<file path="config.mk">
export PLATFORM = sky130hd
export DESIGN_NAME = ppu_background_fetch_scroll
export DESIGN_NICKNAME = d
export VERILOG_FILES = /design/src/hw/rtl/pbfs_pkg.sv /design/src/hw/rtl/pbfs_cfg_regs.sv /design/src/hw/rtl/pbfs_datapath.sv /design/src/hw/rtl/ppu_background_fetch_scroll.sv
export SDC_FILE = /design/constraint.sdc
export NUM_CORES = 1
export LEC_CHECK = 0
export ABC_AREA = 1
export BUFFER_PORTS_ARGS = -buffer_cell sky130_fd_sc_hd__buf_2
export CORE_AREA = 3 3 166 168
export CTS_CLUSTER_SIZE = 16
export DETAILED_ROUTE_END_ITERATION = 8
export DIE_AREA = 0 0 169 171
export HOLD_SLACK_MARGIN = 0.12
export PLACE_DENSITY_LB_ADDON = 0.25
export SKIP_CTS_REPAIR_TIMING = 1
export SYNTH_ARGS = -nofsm -noshare
export SYNTH_HDL_FRONTEND = slang
export SYNTH_SLANG_ARGS = --single-unit
</file>
<file path="constraint.sdc">
create_clock -name clk -period 9.4 [get_ports clk]
set_input_delay 0.94 -clock clk [delete_from_list [all_inputs] [get_ports clk]]
set_output_delay 0.94 -clock clk [all_outputs]
set_load 0.01 [all_outputs]
</file>
<file path="src/hw/rtl/pbfs_pkg.sv">
`default_nettype none

package pbfs_pkg;

    // Configuration register indexes
    localparam logic [1:0] CFG_RENDER_BG  = 2'd0;
    localparam logic [1:0] CFG_RENDER_SPR = 2'd1;
    localparam logic [1:0] CFG_BG_TABLE   = 2'd2;
    localparam logic [1:0] CFG_TEMP_ADDR  = 2'd3;

    // Video memory bases and masks
    localparam logic [13:0] NT_BASE   = 14'h2000;
    localparam logic [13:0] AT_BASE   = 14'h23C0;
    localparam logic [13:0] NT_OFFSET = 14'h0FFF;
    localparam logic [14:0] COPY_X_MASK = 15'h041F;
    localparam logic [14:0] COPY_Y_MASK = 15'h7BE0;

    // Coarse Y wrap points
    localparam logic [4:0] COARSE_Y_LAST = 5'd29;
    localparam logic [4:0] COARSE_Y_MAX  = 5'd31;

    // Dot boundaries of the fetch sequence
    localparam logic [8:0] DOT_RUN_A_LO = 9'd2;
    localparam logic [8:0] DOT_RUN_A_HI = 9'd258;
    localparam logic [8:0] DOT_RUN_B_LO = 9'd321;
    localparam logic [8:0] DOT_RUN_B_HI = 9'd338;
    localparam logic [8:0] DOT_STEP_Y   = 9'd256;
    localparam logic [8:0] DOT_COPY_X   = 9'd257;
    localparam logic [8:0] DOT_NT_EXTRA = 9'd340;
    localparam logic [8:0] DOT_COPY_Y_LO = 9'd280;
    localparam logic [8:0] DOT_COPY_Y_HI = 9'd305;

    // Phase within the 8-dot fetch group, (dot - 1) mod 8
    localparam logic [2:0] PH_NT   = 3'd0;
    localparam logic [2:0] PH_AT   = 3'd2;
    localparam logic [2:0] PH_PLO  = 3'd4;
    localparam logic [2:0] PH_PHI  = 3'd6;
    localparam logic [2:0] PH_INCX = 3'd7;

    // Kind of fetch whose byte is due on the next dot
    typedef enum logic [2:0] {
        KIND_NONE,
        KIND_NT,
        KIND_AT,
        KIND_PLO,
        KIND_PHI
    } kind_t;

    typedef struct packed {
        logic        render_bg;
        logic        render_spr;
        logic        bg_table;
        logic [14:0] temp_addr;
    } cfg_t;

    typedef struct packed {
        logic        fetch_valid;
        logic [13:0] fetch_addr;
        logic [14:0] scroll_addr;
        logic [15:0] shift_pat_lo;
        logic [15:0] shift_pat_hi;
        logic [15:0] shift_attr_lo;
        logic [15:0] shift_attr_hi;
    } result_t;

endpackage

`default_nettype wire

</file>
<file path="src/hw/rtl/pbfs_cfg_regs.sv">
`default_nettype none

module pbfs_cfg_regs (
    input  wire logic           clk,
    input  wire logic           rst_n,
    input  wire logic           cfg_valid,
    output logic                cfg_ready,
    input  wire logic [1:0]     cfg_index,
    input  wire logic [14:0]    cfg_data,
    output pbfs_pkg::cfg_t      cfg
);

    pbfs_pkg::cfg_t cfg_reg;
    pbfs_pkg::cfg_t cfg_next;

    // Writes are always taken
    assign cfg_ready = 1'b1;
    assign cfg       = cfg_reg;

    // Register decode
    always_comb
    begin
        cfg_next = cfg_reg;
        if (cfg_valid)
        begin
            unique case (cfg_index)
                pbfs_pkg::CFG_RENDER_BG:  cfg_next.render_bg  = cfg_data[0];
                pbfs_pkg::CFG_RENDER_SPR: cfg_next.render_spr = cfg_data[0];
                pbfs_pkg::CFG_BG_TABLE:   cfg_next.bg_table   = cfg_data[0];
                pbfs_pkg::CFG_TEMP_ADDR:  cfg_next.temp_addr  = cfg_data;
                default:                  cfg_next = cfg_reg;
            endcase
        end
    end

    always_ff @(posedge clk or negedge rst_n)
    begin
        if (!rst_n)
            cfg_reg <= '0;
        else
            cfg_reg <= cfg_next;
    end

endmodule

`default_nettype wire

</file>
<file path="src/hw/rtl/pbfs_datapath.sv">
`default_nettype none

module pbfs_datapath (
    input  wire logic           clk,
    input  wire logic           rst_n,
    input  wire logic           step_en,
    input  wire pbfs_pkg::cfg_t cfg,
    input  wire logic [8:0]     scanline,
    input  wire logic [8:0]     dot,
    input  wire logic [7:0]     mem_data,
    output pbfs_pkg::result_t   result
);

    logic [14:0]      scroll_reg, scroll_next;
    logic [7:0]       tile_num_reg, tile_num_next;
    logic [1:0]       tile_pal_reg, tile_pal_next;
    logic [7:0]       tile_lo_reg, tile_lo_next;
    logic [7:0]       tile_hi_reg, tile_hi_next;
    logic [3:0][15:0] shift_reg, shift_next;
    pbfs_pkg::kind_t  pend_kind_reg, pend_kind_next;
    logic [1:0]       pend_quad_reg, pend_quad_next;

    logic [8:0]       dot_eff;
    logic [2:0]       phase;
    logic             in_run;
    logic             pre_line;
    logic             rendering;
    pbfs_pkg::kind_t  fetch_kind;
    logic [1:0]       fetch_quad;
    logic [13:0]      fetch_addr;
    logic [13:0]      pat_base;

    // Coarse X increment with horizontal nametable switch
    function automatic logic [14:0] step_x(input logic [14:0] a);
        logic [14:0] r;
        r = a;
        if (a[4:0] == pbfs_pkg::COARSE_Y_MAX)
        begin
            r[4:0] = 5'd0;
            r[10]  = ~a[10];
        end
        else
            r = a + 15'd1;
        return r;
    endfunction

    // Fine / coarse Y increment, 29 wraps with nametable switch, 31 wraps plain
    function automatic logic [14:0] step_y(input logic [14:0] a);
        logic [14:0] r;
        r = a;
        if (a[14:12] != 3'd7)
            r[14:12] = a[14:12] + 3'd1;
        else
        begin
            r[14:12] = 3'd0;
            r[9:5]   = 5'd0;
            if (a[9:5] == pbfs_pkg::COARSE_Y_LAST)
                r[11] = ~a[11];
            else if (a[9:5] != pbfs_pkg::COARSE_Y_MAX)
                r[9:5] = a[9:5] + 5'd1;
        end
        return r;
    endfunction

    assign rendering = cfg.render_bg | cfg.render_spr;
    assign pre_line  = (scanline == 9'h1FF);
    // dot 0 of line 0 behaves as dot 1
    assign dot_eff   = ((scanline == 9'd0) && (dot == 9'd0)) ? 9'd1 : dot;
    assign phase     = dot_eff[2:0] - 3'd1;
    assign in_run    = ((dot_eff >= pbfs_pkg::DOT_RUN_A_LO) && (dot_eff < pbfs_pkg::DOT_RUN_A_HI))
                    || ((dot_eff >= pbfs_pkg::DOT_RUN_B_LO) && (dot_eff < pbfs_pkg::DOT_RUN_B_HI));

    // One dot of the background pipeline
    always_comb
    begin
        tile_num_next = tile_num_reg;
        tile_pal_next = tile_pal_reg;
        tile_lo_next  = tile_lo_reg;
        tile_hi_next  = tile_hi_reg;
        shift_next    = shift_reg;
        scroll_next   = scroll_reg;
        fetch_kind    = pbfs_pkg::KIND_NONE;
        fetch_quad    = 2'd0;
        fetch_addr    = 14'd0;

        // latch the byte of last dot's fetch
        case (pend_kind_reg)
            pbfs_pkg::KIND_NT:  tile_num_next = mem_data;
            pbfs_pkg::KIND_AT:
            begin
                case (pend_quad_reg)
                    2'd0:    tile_pal_next = mem_data[1:0];
                    2'd1:    tile_pal_next = mem_data[3:2];
                    2'd2:    tile_pal_next = mem_data[5:4];
                    default: tile_pal_next = mem_data[7:6];
                endcase
            end
            pbfs_pkg::KIND_PLO: tile_lo_next = mem_data;
            pbfs_pkg::KIND_PHI: tile_hi_next = mem_data;
            default:            tile_num_next = tile_num_reg;
        endcase

        pat_base = {1'b0, cfg.bg_table, 12'h000} + {2'b00, tile_num_next, 4'h0}
                 + {11'd0, scroll_next[14:12]};

        // fetch group
        if (in_run)
        begin
            if (cfg.render_bg)
            begin
                for (int i = 0; i < 4; i++)
                    shift_next[i] = {shift_next[i][14:0], 1'b0};
            end
            case (phase)
                pbfs_pkg::PH_NT:
                begin
                    shift_next[0][7:0] = tile_lo_next;
                    shift_next[1][7:0] = tile_hi_next;
                    shift_next[2][7:0] = {8{tile_pal_next[0]}};
                    shift_next[3][7:0] = {8{tile_pal_next[1]}};
                    fetch_addr = pbfs_pkg::NT_BASE | (scroll_next[13:0] & pbfs_pkg::NT_OFFSET);
                    fetch_kind = pbfs_pkg::KIND_NT;
                end
                pbfs_pkg::PH_AT:
                begin
                    fetch_addr = pbfs_pkg::AT_BASE | {2'b00, scroll_next[11:10], 10'd0}
                               | {8'd0, scroll_next[9:7], 3'd0} | {11'd0, scroll_next[4:2]};
                    fetch_quad = {scroll_next[6], scroll_next[1]};
                    fetch_kind = pbfs_pkg::KIND_AT;
                end
                pbfs_pkg::PH_PLO:
                begin
                    fetch_addr = pat_base;
                    fetch_kind = pbfs_pkg::KIND_PLO;
                end
                pbfs_pkg::PH_PHI:
                begin
                    fetch_addr = pat_base + 14'd8;
                    fetch_kind = pbfs_pkg::KIND_PHI;
                end
                pbfs_pkg::PH_INCX:
                begin
                    if (rendering)
                        scroll_next = step_x(scroll_next);
                end
                default: fetch_kind = pbfs_pkg::KIND_NONE;
            endcase
        end

        // end of visible part of the line
        if ((dot_eff == pbfs_pkg::DOT_STEP_Y) && rendering)
            scroll_next = step_y(scroll_next);
        if (dot_eff == pbfs_pkg::DOT_COPY_X)
        begin
            shift_next[0][7:0] = tile_lo_next;
            shift_next[1][7:0] = tile_hi_next;
            shift_next[2][7:0] = {8{tile_pal_next[0]}};
            shift_next[3][7:0] = {8{tile_pal_next[1]}};
            if (rendering)
                scroll_next = (scroll_next & ~pbfs_pkg::COPY_X_MASK)
                            | (cfg.temp_addr & pbfs_pkg::COPY_X_MASK);
        end

        // dummy nametable reads at line end
        if ((dot_eff == pbfs_pkg::DOT_RUN_B_HI) || (dot_eff == pbfs_pkg::DOT_NT_EXTRA))
        begin
            fetch_addr = pbfs_pkg::NT_BASE | (scroll_next[13:0] & pbfs_pkg::NT_OFFSET);
            fetch_kind = pbfs_pkg::KIND_NT;
        end

        // vertical copy on the pre-render line
        if (pre_line && rendering && (dot_eff >= pbfs_pkg::DOT_COPY_Y_LO)
            && (dot_eff < pbfs_pkg::DOT_COPY_Y_HI))
            scroll_next = (scroll_next & pbfs_pkg::COPY_X_MASK)
                        | (cfg.temp_addr & pbfs_pkg::COPY_Y_MASK);

        pend_kind_next = fetch_kind;
        pend_quad_next = (fetch_kind != pbfs_pkg::KIND_NONE) ? fetch_quad : pend_quad_reg;
    end

    // Result of this dot
    always_comb
    begin
        result.fetch_valid   = (fetch_kind != pbfs_pkg::KIND_NONE);
        result.fetch_addr    = result.fetch_valid ? fetch_addr : 14'd0;
        result.scroll_addr   = scroll_next;
        result.shift_pat_lo  = shift_next[0];
        result.shift_pat_hi  = shift_next[1];
        result.shift_attr_lo = shift_next[2];
        result.shift_attr_hi = shift_next[3];
    end

    // State advances once per dot handed to the result register
    always_ff @(posedge clk or negedge rst_n)
    begin
        if (!rst_n)
        begin
            scroll_reg    <= '0;
            tile_num_reg  <= '0;
            tile_pal_reg  <= '0;
            tile_lo_reg   <= '0;
            tile_hi_reg   <= '0;
            shift_reg     <= '0;
            pend_kind_reg <= pbfs_pkg::KIND_NONE;
            pend_quad_reg <= '0;
        end
        else if (step_en)
        begin
            scroll_reg    <= scroll_next;
            tile_num_reg  <= tile_num_next;
            tile_pal_reg  <= tile_pal_next;
            tile_lo_reg   <= tile_lo_next;
            tile_hi_reg   <= tile_hi_next;
            shift_reg     <= shift_next;
            pend_kind_reg <= pend_kind_next;
            pend_quad_reg <= pend_quad_next;
        end
    end

endmodule

`default_nettype wire

</file>
<file path="src/hw/rtl/ppu_background_fetch_scroll.sv">
// Background fetch and scroll unit, one video dot per transaction.
// Slave stream s_*: one dot per transaction (scanline, dot, and the memory
// byte read for the fetch address given out with the previous dot).
// Master stream m_*: one result per dot: fetch flag in tuser, fetch address,
// running scroll address and the four background shifters in tdata.
// Config channel cfg_*: index 0 render_background, 1 render_sprites,
// 2 bg_pattern_table, 3 temp_address; always ready, write only while idle.
// Path: an accepted dot is stored in the input register, and its result is
// then captured in the output result register.
// Throughput: one dot per cycle while m_tready is high; the per-dot logic
// between the input and result registers is a single pass.
// Stall: while m_tready is low the result holds, one more dot can wait in
// the input register, then s_tready drops until the result is taken.
// Reset: scroll address, tile latches, shifters and config clear, no fetch
// pending, both registers empty.
`default_nettype none

module ppu_background_fetch_scroll (
    input  wire logic         clk,
    input  wire logic         rst_n,
    // tdata: scanline[8:0], dot[17:9], mem_data[25:18], zero[31:26]
    input  wire logic         s_tvalid,
    output logic              s_tready,
    input  wire logic [31:0]  s_tdata,
    // tdata: fetch_addr[13:0], scroll_addr[28:14], shift_pat_lo[44:29],
    // shift_pat_hi[60:45], shift_attr_lo[76:61], shift_attr_hi[92:77], zero[95:93]
    // tuser: fetch_valid[0]
    output logic              m_tvalid,
    input  wire logic         m_tready,
    output logic [95:0]       m_tdata,
    output logic [0:0]        m_tuser,
    input  wire logic         cfg_valid,
    output logic              cfg_ready,
    input  wire logic [1:0]   cfg_index,
    input  wire logic [14:0]  cfg_data
);

    pbfs_pkg::cfg_t    cfg;
    pbfs_pkg::result_t result;
    pbfs_pkg::result_t res_reg;

    logic        in_valid_reg, in_valid_next;
    logic        m_valid_reg, m_valid_next;
    logic [8:0]  scanline_reg;
    logic [8:0]  dot_reg;
    logic [7:0]  mem_data_reg;
    logic        out_free;
    logic        step_en;
    logic        s_accept;

    pbfs_cfg_regs u_cfg (
        .clk       (clk),
        .rst_n     (rst_n),
        .cfg_valid (cfg_valid),
        .cfg_ready (cfg_ready),
        .cfg_index (cfg_index),
        .cfg_data  (cfg_data),
        .cfg       (cfg)
    );

    pbfs_datapath u_dp (
        .clk      (clk),
        .rst_n    (rst_n),
        .step_en  (step_en),
        .cfg      (cfg),
        .scanline (scanline_reg),
        .dot      (dot_reg),
        .mem_data (mem_data_reg),
        .result   (result)
    );

    // Handshake
    assign out_free = !m_valid_reg || m_tready;
    assign s_tready = !in_valid_reg || out_free;
    assign s_accept = s_tvalid && s_tready;
    assign step_en  = in_valid_reg && out_free;

    always_comb
    begin
        in_valid_next = in_valid_reg;
        if (s_accept)
            in_valid_next = 1'b1;
        else if (step_en)
            in_valid_next = 1'b0;

        m_valid_next = m_valid_reg;
        if (step_en)
            m_valid_next = 1'b1;
        else if (m_tready)
            m_valid_next = 1'b0;
    end

    always_ff @(posedge clk or negedge rst_n)
    begin
        if (!rst_n)
        begin
            in_valid_reg <= 1'b0;
            m_valid_reg  <= 1'b0;
        end
        else
        begin
            in_valid_reg <= in_valid_next;
            m_valid_reg  <= m_valid_next;
        end
    end

    // Input and result payload
    always_ff @(posedge clk)
    begin
        if (s_accept)
        begin
            scanline_reg <= s_tdata[8:0];
            dot_reg      <= s_tdata[17:9];
            mem_data_reg <= s_tdata[25:18];
        end
        if (step_en)
            res_reg <= result;
    end

    assign m_tvalid = m_valid_reg;
    assign m_tuser  = res_reg.fetch_valid;
    assign m_tdata  = {3'b000, res_reg.shift_attr_hi, res_reg.shift_attr_lo,
                       res_reg.shift_pat_hi, res_reg.shift_pat_lo,
                       res_reg.scroll_addr, res_reg.fetch_addr};

`ifndef NO_ASSERTIONS
    // no fetch means a zero address
    assert property (@(posedge clk) disable iff (!rst_n)
        (m_tvalid && !m_tuser[0]) |-> (m_tdata[13:0] == 14'd0))
        else $error("fetch address set without a fetch");

    // an empty result register never blocks the input
    assert property (@(posedge clk) disable iff (!rst_n)
        !m_valid_reg |-> s_tready)
        else $error("input stalled with empty result register");

    // a waiting dot is kept while the output stalls
    assert property (@(posedge clk) disable iff (!rst_n)
        (in_valid_reg && m_valid_reg && !m_tready) |=> in_valid_reg)
        else $error("waiting dot lost during stall");

    // a waiting dot refills the result register as it drains
    assert property (@(posedge clk) disable iff (!rst_n)
        (m_tvalid && m_tready && in_valid_reg) |=> m_tvalid)
        else $error("result bubble with a dot waiting");
`endif

endmodule

`default_nettype wire

</file>
==> results.ini <==
[run_status]
outcome = complete, no violations

[worst_hold_path]
holdCritPathClass = in -> async

[floorplanning]
die_h_um = 171
core_area_um2 = 26060
rows = 59
pin_count = 154
start_util = 0.4498
die-area_um2 = 28900
die_x_um = 169

[layout]
synthToLayoutAreaGrowth_pct = 15.55
largest_reg_flops = 93
final_util = 0.5198
antennaDiodeCount = 0
num-fill-cells = 2404
drive_gt1_frac = 0.1699
finish.instance_area_um2 = 13540
fin_cells = 1748
final_nets = 1453

[sta]
tightest_slew_ns = 0.9734
slew_violations = 0
max_clock_freq_mhz = 233.8
post-route-period-util = 0.4551
clock_skew_ns = 0.01847
setup_viol = 0
hold_viol_final = 0
period_minus_slack_ns = 4.278
rsz0062_at_grt = no
setup_tns_ns = 0
slew_headroom = 0.3504

[global_route]
grt_start_max_net_pins = 92
grt_pass1_vias = 9000
antenna_found_initial = 0
overflow = 0
track_usage = 0.1919
grt_pass1_wl_mm = 45.51

[yosys]
synth_cell_types = 42
synth_top_area_share = 0.3074
synth_area_um2 = 11720
synth-async-reset-ratio = 0.5200
yosys.cell_count.top_type = nand2_1
synthTopCellsByCount = nand2_1, o21ai_0, dfrtp_1
yosys_warnings = 0
synth_edf_count = 120
yosys-top-cells-area = edfxtp_1, dfrtp_1, nand2_1, o21ai_0, inv_1
synth_seq_cells = 250
ys_seq_area_frac = 0.5850
syn_inst = 1272
yosys.area.top_type = edfxtp_1
ys.flop_type = dfrtp_1
syn_area_per_cell_um2 = 9.215

[place]
gp_congestion = 0.8643
dp.cells = 1699
placed_area_um2 = 12650
dp_hpwl_mm = 18.32
portBuffers = 143

[pwr]
p_per_area_nw_per_um2 = 274.2
switching_share = 0.3337
switchingPower_mw = 1.239
pwr-share-seq = 0.455
vdd_drop_max_mv = 0.1525
clock_power_share = 0.285
p_int_mw = 2.475
pwr-share-comb = 0.261
leakagePower_nw = 5.973

[drt]
dr_total_vias = 9092
firstDrtPassIters = 5
via_per_inst = 5.201
wire_per_inst_um = 15.81
drcViolationCount = 0
drtAntennaViolNets = 0
drt_iter0_drc = 636
routed_wl_mm = 27.64

[job]
cap_violations = 0

[critical_path]
crit_fanout = 76
critPathRequiredTime_ns = 9.69
end_kind = register
start_kind = register
rrSetupSlack_ns = 5.12
cp.arrival_ns = 4.57
critical_path_class = reg -> reg

[clock_tree]
clock-sinks = 250
clockBufferDepth = 3
h-tree-depth = 1
cts-root-buf = clkbuf_16
cts_buffers = 27
clock_latency_ns = 0.55
clk_pin_slew_ns = 0.06
cts_tree = built

## cell usage in the layout, fill, tap and decap left out, types with 7 or more instances in the layout
cell,instances
edfxtp_1,120
a21oi_1,18
xor2_1,8
nand3_1,48
nand2_1,343
a31oi_1,7
nand4_1,11
o21ai_1,78
inv_1,121
mux2_2,11
clkbuf_16,27
buf_4,7
o211ai_1,27
buf_2,142
nand2_2,10
mux2i_1,15
o21ai_0,144
inv_2,10
nor3_1,8
dfrtp_1,130
nor2_1,51
## cell type report
type	instances	area [µm²]	area share
multi-input combinational	830	4089	0.3019
sequential	250	6857	0.5062
clock inverter	15	145.1	0.01072
clock buffer	34	752.0	0.05552
timing repair buffer	150	774.5	0.05718
tap	335	419.2	0.03095
inverter	134	508.0	0.03751
## cell families after synthesis
kind of cell,Yosys count,synth area share
AO/OA/AOI/OAI,295,0.1373
XOR/XNOR,9,0.006725
adder cells (fa/ha/maj),6,0.006405
buffers and inverters,194,0.06725
flip-flops,250,0.5850
multiplexers,26,0.02338
other,2,0.0006407
AND/OR/NAND/NOR,490,0.1734
## power groups by stage
stage	clock [mW]	sequential, mW	combinational, mW
finish	1.06	1.69	0.968
global placement	0	1.70	0.948
CTS	1.08	1.69	0.979
floorplan	0	1.72	0.639
detailed placement	0	1.71	0.971
global route	1.13	1.73	1.13
## path summary, 6_finish.rpt
kind                                      start              endpoint  cells past startpoint
setup / recovery                     dot_reg[2]           m_tdata[20]                     22
max in group asynchronous                 rst_n         u_cfg.cfg[14]                      2
hold reg to reg            u_dp.tile_num_reg[3]  u_dp.tile_num_reg[3]                      2
setup reg to reg                     dot_reg[2]           m_tdata[20]                     22
hold / removal                            rst_n    u_dp.shift_reg[11]                      1
min in group clk           u_dp.tile_num_reg[3]  u_dp.tile_num_reg[3]                      2
## critical path: stages, from the launching register on
cell	delay, ns
edfxtp_1	0.64
nor2_4	0.22
nand3_1	0.10
nor2_1	0.13
nand2_2	0.12
nand3_2	0.08
nand3_2	0.06
nand2_2	0.06
buf_4	0.60
inv_2	0.18
nor2_1	0.19
nand2_1	0.09
xor2_1	0.25
ha_1	0.22
inv_1	0.07
nor2_1	0.29
inv_1	0.16
nand2_1	0.09
o31ai_1	0.06
nand2_1	0.14
nand2_1	0.07
o21ai_1	0.14
inv_1	0.06
## layer usage
layer	GRT usage	share of wire	vias up
li1	-	-	4506
met1	0.2620	0.45	4300
met2	0.3276	0.48	243
met3	0.02703	0.049	43
met4	0.04587	0.020	0
met5	0	0	-
## per-stage QoR
stage                     hold slack (ns)  setup slack [ns]  power (mW)
after floorplan                    0.4493             4.593       2.357
after global placement             0.4609             5.140       2.644
after detailed placement           0.4650             5.128       2.679
after CTS                          0.4820             5.116       3.748
after global routing               0.5070             4.667       3.982
final                              0.4641             5.122       3.714
(Power assumes the default switching activity.)
